==> src/rtl/emdp_pkg.sv <==
package emdp_pkg;

    localparam int MAX_PACKET_BYTES = 1024;
    localparam int BCNT_W           = $clog2(MAX_PACKET_BYTES + 1);

    localparam logic [29:0] ENERGY_DIV   = 30'd3600000;
    localparam logic [15:0] TAG_DATA     = 16'h0010;
    localparam logic [15:0] LEN_END      = 16'hffff;
    localparam logic [7:0]  CHAN_SPECIAL = 8'd144;
    localparam logic [7:0]  TYPE_ENERGY  = 8'd8;
    localparam logic [7:0]  TYPE_POWER   = 8'd4;

    localparam logic [0:0] KIND_MEAS   = 1'b0;
    localparam logic [0:0] KIND_STATUS = 1'b1;

    localparam logic [2:0] Q_ENERGY_IN  = 3'd0;
    localparam logic [2:0] Q_ENERGY_OUT = 3'd1;
    localparam logic [2:0] Q_NET_POWER  = 3'd2;
    localparam logic [2:0] Q_NET_APPAR  = 3'd3;
    localparam logic [2:0] Q_CURRENT    = 3'd4;
    localparam logic [2:0] Q_VOLTAGE    = 3'd5;
    localparam logic [2:0] Q_PF         = 3'd6;

    localparam logic [1:0] ST_OK       = 2'd0;
    localparam logic [1:0] ST_BAD_HDR  = 2'd1;
    localparam logic [1:0] ST_MISMATCH = 2'd2;
    localparam logic [1:0] ST_TERM     = 2'd3;

    localparam logic [0:0] REG_FILTER_EN  = 1'b0;
    localparam logic [0:0] REG_FILTER_VAL = 1'b1;

    typedef enum logic [2:0] {
        PH_HDR, PH_GHDR, PH_GSKIP, PH_DPRE, PH_RHDR, PH_RDATA, PH_DONE
    } phase_t;

    typedef struct packed {
        logic [7:0] data_byte;
        logic       last_byte;
    } in_item_t;

    typedef struct packed {
        logic               record_kind;
        logic [2:0]         quantity;
        logic [1:0]         phase;
        logic signed [43:0] value;
        logic [1:0]         packet_status;
    } out_item_t;

    typedef struct packed {
        logic [1:0] count;
        out_item_t  r0;
        out_item_t  r1;
    } res_t;

endpackage

==> src/rtl/emdp_parser.sv <==
module emdp_parser (
    input  logic               aclk,
    input  logic               aresetn,
    input  logic               fire,
    input  emdp_pkg::in_item_t item,
    input  logic               filt_en,
    input  logic [31:0]        filt_val,
    output emdp_pkg::res_t     res
);
    import emdp_pkg::*;

    phase_t             phase_reg, phase_next, cph;
    logic [BCNT_W-1:0]  bc_reg, bc_next;
    logic [15:0]        gr_reg, gr_next, cgr, gr_dec;
    logic [3:0]         fc_reg, fc_next, cfc;
    logic [23:0]        rh_reg, rh_next, crh, rh_sh;
    logic [31:0]        vs_reg, vs_next, cvs, vs_sh;
    logic [7:0]         pl_reg, pl_next, cpl, rlen;
    logic               eg_reg, eg_next, ceg;
    logic [1:0]         drop_reg, drop_next, cdrop;
    logic [21:0]        rem_reg, rem_next;
    logic [43:0]        quo_reg, quo_next;
    logic [31:0]        ia_reg [3];
    logic [31:0]        iap_reg [3];
    logic [31:0]        ia_next [3];
    logic [31:0]        iap_next [3];
    logic               first, take;
    logic [29:0]        dstep;
    logic [7:0]         idx, sub8, b;
    logic [1:0]         ph;
    logic               ph_ok, meas;
    out_item_t          mres, sres;
    logic signed [32:0] net;

    function automatic logic [29:0] div_step(input logic [29:0] x_in);
        logic [29:0] x;
        logic [7:0]  q;
        x = x_in;
        q = '0;
        for (int i = 7; i >= 0; i--) begin
            if (x >= (ENERGY_DIV << i)) begin
                x    = x - (ENERGY_DIV << i);
                q[i] = 1'b1;
            end
        end
        return {q, x[21:0]};
    endfunction

    always_comb begin
        first = (bc_reg == '0);
        take  = (bc_reg < BCNT_W'(MAX_PACKET_BYTES));
        b     = item.data_byte;
        cph   = first ? PH_HDR : phase_reg;
        cgr   = first ? '0 : gr_reg;
        cfc   = first ? '0 : fc_reg;
        crh   = first ? '0 : rh_reg;
        cvs   = first ? '0 : vs_reg;
        cpl   = first ? '0 : pl_reg;
        ceg   = first ? 1'b0 : eg_reg;
        cdrop = first ? ST_OK : drop_reg;
        for (int i = 0; i < 3; i++) begin
            ia_next[i]  = first ? '0 : ia_reg[i];
            iap_next[i] = first ? '0 : iap_reg[i];
        end
        gr_dec = (cgr != '0) ? cgr - 16'd1 : cgr;
        vs_sh  = {cvs[23:0], b};
        rh_sh  = {crh[15:0], b};
        dstep  = div_step({rem_reg, b});

        phase_next = cph;
        gr_next    = cgr;
        fc_next    = cfc;
        rh_next    = crh;
        vs_next    = cvs;
        pl_next    = cpl;
        eg_next    = ceg;
        drop_next  = cdrop;
        rem_next   = '0;
        quo_next   = '0;
        meas       = 1'b0;
        mres       = '0;
        rlen       = '0;
        idx        = '0;
        sub8       = '0;
        ph         = '0;
        ph_ok      = 1'b0;
        net        = '0;

        if (take) begin
            unique case (cph)
                PH_HDR: begin
                    if (cfc < 4'd3 && b != (cfc == 4'd0 ? 8'h53 :
                                            cfc == 4'd1 ? 8'h4D : 8'h41)) begin
                        phase_next = PH_DONE;
                        drop_next  = ST_BAD_HDR;
                    end else if (cfc >= 4'd3) begin
                        fc_next    = '0;
                        vs_next    = '0;
                        phase_next = PH_GHDR;
                    end else begin
                        fc_next = cfc + 4'd1;
                    end
                end
                PH_GHDR: begin
                    vs_next = vs_sh;
                    fc_next = cfc + 4'd1;
                    if (cfc + 4'd1 >= 4'd4) begin
                        fc_next = '0;
                        vs_next = '0;
                        gr_next = vs_sh[31:16];
                        if (vs_sh[31:16] == LEN_END) begin
                            phase_next = PH_DONE;
                            drop_next  = ST_TERM;
                        end else if (vs_sh[15:0] == TAG_DATA) begin
                            eg_next    = (vs_sh[31:16] == '0);
                            phase_next = PH_DPRE;
                        end else if (vs_sh[31:16] == '0) begin
                            phase_next = PH_DONE;
                        end else begin
                            phase_next = PH_GSKIP;
                        end
                    end
                end
                PH_GSKIP: begin
                    gr_next = gr_dec;
                    if (gr_dec == '0) phase_next = PH_GHDR;
                end
                PH_DPRE: begin
                    gr_next = gr_dec;
                    vs_next = vs_sh;
                    if (cfc == 4'd7 && filt_en && vs_sh != filt_val) begin
                        phase_next = PH_DONE;
                        drop_next  = ST_MISMATCH;
                    end else begin
                        fc_next = cfc + 4'd1;
                        if (cfc + 4'd1 >= 4'd12) begin
                            if (ceg) begin
                                phase_next = PH_DONE;
                            end else begin
                                fc_next    = '0;
                                vs_next    = '0;
                                phase_next = (gr_dec == '0) ? PH_GHDR : PH_RHDR;
                            end
                        end
                    end
                end
                PH_RHDR: begin
                    gr_next = gr_dec;
                    if (cfc < 4'd3) rh_next = rh_sh;
                    fc_next = cfc + 4'd1;
                    if (cfc + 4'd1 >= 4'd4) begin
                        if (rh_next[7:0] == TYPE_ENERGY || rh_next[7:0] == TYPE_POWER)
                            rlen = rh_next[7:0];
                        else if (rh_next[23:16] == CHAN_SPECIAL)
                            rlen = 8'd4;
                        else
                            rlen = rh_next[7:0];
                        fc_next = '0;
                        vs_next = '0;
                        if (rlen == '0) begin
                            phase_next = (gr_dec == '0) ? PH_GHDR : PH_RHDR;
                        end else begin
                            pl_next    = rlen;
                            phase_next = PH_RDATA;
                        end
                    end
                end
                PH_RDATA: begin
                    gr_next  = gr_dec;
                    vs_next  = vs_sh;
                    pl_next  = cpl - 8'd1;
                    rem_next = dstep[21:0];
                    quo_next = {quo_reg[35:0], dstep[29:22]};
                    if (cpl == 8'd1) begin
                        // close the record: decode index into phase and sub-code
                        idx   = crh[15:8];
                        ph_ok = (idx >= 8'd20) && (idx < 8'd80);
                        if (idx >= 8'd60) begin
                            ph = 2'd2; sub8 = idx - 8'd60;
                        end else if (idx >= 8'd40) begin
                            ph = 2'd1; sub8 = idx - 8'd40;
                        end else begin
                            ph = 2'd0; sub8 = idx - 8'd20;
                        end
                        mres.record_kind   = KIND_MEAS;
                        mres.phase         = ph;
                        mres.packet_status = ST_OK;
                        if (ph_ok && crh[7:0] == TYPE_ENERGY) begin
                            mres.value = $signed(quo_next);
                            if (sub8 == 8'd1) begin
                                meas = 1'b1; mres.quantity = Q_ENERGY_IN;
                            end else if (sub8 == 8'd2) begin
                                meas = 1'b1; mres.quantity = Q_ENERGY_OUT;
                            end
                        end else if (ph_ok && crh[7:0] == TYPE_POWER) begin
                            case (sub8)
                                8'd1: ia_next[ph] = vs_sh;
                                8'd2: begin
                                    net = $signed({1'b0, ia_next[ph]})
                                        - $signed({1'b0, vs_sh});
                                    meas = 1'b1;
                                    mres.quantity = Q_NET_POWER;
                                    mres.value = 44'(net);
                                end
                                8'd9: iap_next[ph] = vs_sh;
                                8'd10: begin
                                    net = $signed({1'b0, iap_next[ph]})
                                        - $signed({1'b0, vs_sh});
                                    meas = 1'b1;
                                    mres.quantity = Q_NET_APPAR;
                                    mres.value = 44'(net);
                                end
                                8'd11, 8'd12, 8'd13: begin
                                    meas = 1'b1;
                                    mres.quantity = (sub8 == 8'd11) ? Q_CURRENT :
                                                    (sub8 == 8'd12) ? Q_VOLTAGE : Q_PF;
                                    mres.value = $signed({12'd0, vs_sh});
                                end
                                default: ;
                            endcase
                        end
                        fc_next    = '0;
                        vs_next    = '0;
                        phase_next = (gr_dec == '0) ? PH_GHDR : PH_RHDR;
                    end
                end
                default: ;
            endcase
        end

        bc_next = take ? bc_reg + BCNT_W'(1) : bc_reg;
        if (item.last_byte) begin
            if (phase_next == PH_HDR) drop_next = ST_BAD_HDR;
            bc_next    = '0;
            phase_next = PH_HDR;
            fc_next    = '0;
            vs_next    = '0;
        end

        sres               = '0;
        sres.record_kind   = KIND_STATUS;
        sres.packet_status = drop_next;

        res = '0;
        if (meas) begin
            res.r0    = mres;
            res.r1    = sres;
            res.count = item.last_byte ? 2'd2 : 2'd1;
        end else begin
            res.r0    = sres;
            res.count = item.last_byte ? 2'd1 : 2'd0;
        end
    end

    always_ff @(posedge aclk) begin
        if (!aresetn) begin
            phase_reg <= PH_HDR;
            bc_reg    <= '0;
            gr_reg    <= '0;
            fc_reg    <= '0;
            rh_reg    <= '0;
            vs_reg    <= '0;
            pl_reg    <= '0;
            eg_reg    <= 1'b0;
            drop_reg  <= ST_OK;
            rem_reg   <= '0;
            quo_reg   <= '0;
            for (int i = 0; i < 3; i++) begin
                ia_reg[i]  <= '0;
                iap_reg[i] <= '0;
            end
        end else if (fire) begin
            phase_reg <= phase_next;
            bc_reg    <= bc_next;
            gr_reg    <= gr_next;
            fc_reg    <= fc_next;
            rh_reg    <= rh_next;
            vs_reg    <= vs_next;
            pl_reg    <= pl_next;
            eg_reg    <= eg_next;
            drop_reg  <= drop_next;
            rem_reg   <= rem_next;
            quo_reg   <= quo_next;
            for (int i = 0; i < 3; i++) begin
                ia_reg[i]  <= ia_next[i];
                iap_reg[i] <= iap_next[i];
            end
        end
    end

endmodule

==> src/rtl/emdp_out_fifo.sv <==
module emdp_out_fifo (
    input  logic                aclk,
    input  logic                aresetn,
    input  logic                push,
    input  emdp_pkg::res_t      res,
    output logic                room2,
    output logic                m_valid,
    input  logic                m_ready,
    output emdp_pkg::out_item_t m_item
);
    import emdp_pkg::*;

    out_item_t  mem_reg [4];
    logic [1:0] wr_reg, wr_next, rd_reg, rd_next;
    logic [2:0] cnt_reg, cnt_next;
    logic [1:0] nwr;
    logic       pop;

    assign nwr     = push ? res.count : 2'd0;
    assign pop     = m_valid && m_ready;
    assign m_valid = (cnt_reg != '0);
    assign m_item  = mem_reg[rd_reg];
    assign room2   = (cnt_reg <= 3'd2);

    always_comb begin
        wr_next  = wr_reg + nwr;
        rd_next  = rd_reg + {1'b0, pop};
        cnt_next = cnt_reg + {1'b0, nwr} - {2'b0, pop};
    end

    always_ff @(posedge aclk) begin
        if (nwr != 2'd0) mem_reg[wr_reg] <= res.r0;
        if (nwr == 2'd2) mem_reg[wr_reg + 2'd1] <= res.r1;
    end

    always_ff @(posedge aclk) begin
        if (!aresetn) begin
            wr_reg  <= '0;
            rd_reg  <= '0;
            cnt_reg <= '0;
        end else begin
            wr_reg  <= wr_next;
            rd_reg  <= rd_next;
            cnt_reg <= cnt_next;
        end
    end

endmodule

==> src/rtl/energy_meter_datagram_parser_core.sv <==
// Channel | Ports                    | Word
// --------+--------------------------+-------------------------------------
// input   | s_valid/s_ready/s_item   | one datagram byte plus last flag
// result  | m_valid/m_ready/m_item   | measurement or end-of-packet status
// config  | cfg_we/cfg_index/cfg_data| serial filter enable / value
//
// One byte per cycle sustained while the result queue has room: a byte is held
// in the input register, is parsed from there and its results (zero, one or
// two words) land in a four-word result queue. The input register advances
// only while the queue has room for two words; only the queue drain sets stalls.
// Reset is synchronous, active low, and clears the parser, the input register
// and the result queue.
module energy_meter_datagram_parser_core (
    input  logic                aclk,
    input  logic                aresetn,
    input  logic                s_valid,
    output logic                s_ready,
    input  emdp_pkg::in_item_t  s_item,
    output logic                m_valid,
    input  logic                m_ready,
    output emdp_pkg::out_item_t m_item,
    input  logic                cfg_we,
    input  logic [0:0]          cfg_index,
    input  logic [31:0]         cfg_data
);
    import emdp_pkg::*;

    logic     in_vld_reg;
    in_item_t in_item_reg;
    logic     filt_en_reg;
    logic [31:0] filt_val_reg;
    logic     room2, fire;
    res_t     res;

    // parse the held byte whenever the queue can absorb its worst case
    assign fire    = in_vld_reg && room2;
    assign s_ready = !in_vld_reg || fire;

    always_ff @(posedge aclk) begin
        if (!aresetn) begin
            in_vld_reg <= 1'b0;
        end else if (s_ready) begin
            in_vld_reg <= s_valid;
        end
    end

    // hold the payload until it is parsed
    always_ff @(posedge aclk) begin
        if (s_ready && s_valid) in_item_reg <= s_item;
    end

    always_ff @(posedge aclk) begin
        if (!aresetn) begin
            filt_en_reg  <= 1'b0;
            filt_val_reg <= '0;
        end else if (cfg_we) begin
            unique case (cfg_index)
                REG_FILTER_EN:  filt_en_reg  <= cfg_data[0];
                REG_FILTER_VAL: filt_val_reg <= cfg_data;
                default: ;
            endcase
        end
    end

    emdp_parser u_parser (
        .aclk     (aclk),
        .aresetn  (aresetn),
        .fire     (fire),
        .item     (in_item_reg),
        .filt_en  (filt_en_reg),
        .filt_val (filt_val_reg),
        .res      (res)
    );

    emdp_out_fifo u_fifo (
        .aclk    (aclk),
        .aresetn (aresetn),
        .push    (fire),
        .res     (res),
        .room2   (room2),
        .m_valid (m_valid),
        .m_ready (m_ready),
        .m_item  (m_item)
    );

endmodule

==> config.mk <==
export PLATFORM = sky130hd
export DESIGN_NAME = energy_meter_datagram_parser_core
export DESIGN_NICKNAME = d
export VERILOG_FILES = /design/src/rtl/emdp_pkg.sv /design/src/rtl/emdp_parser.sv /design/src/rtl/emdp_out_fifo.sv /design/src/rtl/energy_meter_datagram_parser_core.sv
export SDC_FILE = /design/constraint.sdc
export NUM_CORES = 2
export LEC_CHECK = 0
export ABC_AREA = 1
export BUFFER_PORTS_ARGS = -buffer_cell sky130_fd_sc_hd__buf_2
export CORE_MARGIN = 2
export CORE_UTILIZATION = 69
export DETAILED_ROUTE_END_ITERATION = 8
export PLACE_DENSITY_LB_ADDON = 0.1
export SKIP_CTS_REPAIR_TIMING = 1
export SLEW_MARGIN = 20
export SYNTH_ARGS = -nofsm -noshare
export SYNTH_HDL_FRONTEND = slang
export SYNTH_HIERARCHICAL = 1
export SYNTH_SLANG_ARGS = --single-unit
==> constraint.sdc <==
create_clock -name aclk -period 13.8 [get_ports aclk]
set_input_delay 0.69 -clock aclk [delete_from_list [all_inputs] [get_ports aclk]]
set_output_delay 0.69 -clock aclk [all_outputs]
set_load 0.05 [all_outputs]
==> flow_summary.toml <==
[outcome]
run_status = "finished, final reports clean"

[detailed_routing]
firstDrtPassIters = 7
drt_first_iter_violations = 6595
dr.max_layer_used = "met4"
met2RoutedLength_mm = 62.4
post_drt_via_cell_ratio = 6.36
route.vias.total = 44200
drc_errors = 0
route.detailed.wl_per_inst_microns = 20.7
route.layer.met1.wl_mm = 53.5
detailroute.wirelength.met3_mm = 18.9
route.final.wire_length_mm = 144
route.antenna.remaining_nets = 0

[setup_path]
max_stage_delay_ns = 0.74
critical_path.startpoint_type = "register"
highest_net_fanout_along_the_worst_path = 98
end_kind = "register"
cp.buffers_inverters = 15
worst-endpoint-required_ns = 14.13
top_cell_by_count_worst_path = "nand2_1"
worst_path_arrival_time_ns = 12.40
timing.critical_path.max_delay_family = "simple AND/OR/NAND/NOR gates"
path_class = "register to register"
cpMaxStageDelayCell = "nor2_4"

[pwr]
vdd_ir_drop_max_uv = 132
clock_power_share = 0.358
swShare = 0.346
static-leakage-power_uw = 0.0188
sw_power_uw = 1790
p_int_uw = 3380
comb_power_share = 0.240
share_seq_of_total_power = 0.401
power.density_nw_per_um2 = 112

[timing]
grt_setup_unrepaired = "no"
hold_violations = 0
finalSetupViolCount = 0
worst_hold_slack_ns = 0.240
worst-slew-pin-transition_ns = 1.16
final-max-slew-violation-count = 0
largest_clock_skew_in_the_final_design_ns = 0.0337
slew_headroom = 0.229
fmax_mhz = 82.8
totalNegativeSetupSlack_ns = 0
period_share = 0.875
final_period_minus_worst_setup_slack_ns = 12.07

[floorplan]
floorplan.io_pins = 101
die_area_sq_um = 65100
initial_util = 0.694
dieWidth_microns = 255
placeableCoreArea_sq_um = 62700
die_height_microns = 255
row_count = 92

[synthesis]
yosys-top-cells-count = "nand2_1 (1,386), inv_1 (659), nor2_1 (639)"
synth_top_area_cell = "edfxtp_1"
synthCells = 6146
synth_async_sr_flop_share = 0
yosys_warnings = 6
ys_seq_area_frac = 0.370
synth_fa_ha_area_frac = 0.0161
synth.ff_latch_count = 601
synth_area_sq_um = 43500
synth.area.mux_share = 0.00388
synth_compound_gate_area_share = 0.212
synth_top_flop_cell = "edfxtp_1"
syn_area_per_cell_sq_um = 7.09
synth_xor_area_frac = 0.0141
synth-edff-count = 409
synth_simple_gate_area_frac = 0.272
synth_area_leaders = "edfxtp_1 (28%), nand2_1 (12%), dfxtp_1 (8.8%), o21ai_0 (7.2%), inv_1 (5.7%)"
unique_cell_type_count_in_the_yosys_netlist = 69
combinational_family_with_the_most_area_after_synthesis = "simple AND/OR/NAND/NOR gates"
most_frequently_used_cell_type_in_the_post_synthesis_netlist = "nand2_1"
synth_top_area_frac = 0.282

[clock_tree]
numCtsBuffers = 66
clockBufferDepth = 3
clock-sinks = 601
clk_transition_reported_paths_ns = 0.07
cts_root_buf = "clkbuf_16"
tritoncts = "built"
htree_num_levels = 3
clock_latency_ns = 0.64

[run]
timing.max_cap.violations = 0

[hold_path]
worst_min_delay_path_category = "input port to register"

[global_routing]
global_route.overflow_total = 0
grt_use_total = 0.429
pin_count_of_the_biggest_net_entering_global_routing = 158
number_of_global_route_vias_before_repair = 39500
initial_antenna_violation_count = 0
wire_length_of_the_first_global_routing_pass_mm = 218

[layout]
largest_register_ffs = 208
seqCellArea_sq_um = 16100
drive_above_1_share = 0.0983
fill_cells = 4937
areaGrowthSynthToFinish_pct = 5.77
layout.nets = 6149
area_used_by_multi_input_combinational_logic_sq_um = 22800

[place]
io_buffers = 100
hpwl_mm = 96.2
place_congestion = 1.07
==> cell families after synthesis <==
family                   Yosys count
flip-flops                       601
other                              1
AO/OA/AOI/OAI                   1585
multiplexers                      15
XOR/XNOR                          70
adder cells (fa/ha/maj)           55
buffers and inverters           1104
AND/OR/NAND/NOR                 2715
==> final timing paths <==
check             cells past startpoint                start  slack (ns)                    end
setup / recovery                     62  u_parser/bc_reg[10]        1.73  u_fifo/mem_reg[1][39]
hold / removal                        1            s_item[0]        0.24         in_item_reg[0]
setup reg to reg                     62  u_parser/bc_reg[10]        1.73  u_fifo/mem_reg[1][39]
hold reg to reg                       2   u_parser/gr_reg[3]        0.46     u_parser/gr_reg[3]
==> power by group through the flow <==
| stage | combinational (uW) | sequential [uW] | clock (uW) |
|---|---|---|---|
| final | 1240 | 2070 | 1850 |
| after global routing | 1330 | 2080 | 1920 |
| after CTS | 1210 | 2070 | 1850 |
| after detailed placement | 1200 | 2110 | 0 |
| after global placement | 1190 | 2100 | 0 |
| after floorplan | 905 | 2110 | 0 |
==> cell usage in the layout (no fill, tap or decap), drive strengths merged, types with 46 or more instances in the layout <==
master,n
nand2,1495
o21ai,780
inv,695
nor2,688
edfxtp,409
nand3,318
a21oi,313
dfxtp,192
buf,178
o22ai,164
nand4,105
clkbuf,87
nor3,71
a211oi,63
a221oi,55
ha,53
conb,49
clkinv,46
==> through the flow <==
step,setup slack (ns),instances,total power (uW),cell area (sq um),util
4_1_cts,2.01,6947,5130,46000,0.734
3_5_place_dp,2.09,6825,3310,43800,0.698
3_3_place_gp,2.22,6825,3290,43800,0.698
2_1_floorplan,4.81,6194,3010,43700,-
6_report,1.73,6949,5160,46100,0.734
5_1_grt,0.479,6947,5330,46100,0.734
==> area by class of cell <==
type / count / share of cell area
well taps: 846 / 0.0230
repair buffers: 178 / 0.0236
inverters: 711 / 0.0582
diodes: 2 / 0.000109
multi-input cells: 4489 / 0.496
clock inverters: 35 / 0.00880
flip-flops and latches: 601 / 0.350
clock buffers: 87 / 0.0401
==> routing by layer <==
| layer | vias to the layer above | GRT usage |
|---|---|---|
| met3 | 548 | 0.0955 |
| met4 | 0 | 0.235 |
| met2 | 3089 | 0.664 |
| met5 | - | 0 |
| li1 | 20600 | - |
| met1 | 19900 | 0.561 |
No activity file was read; power rests on OpenSTA's default activity.
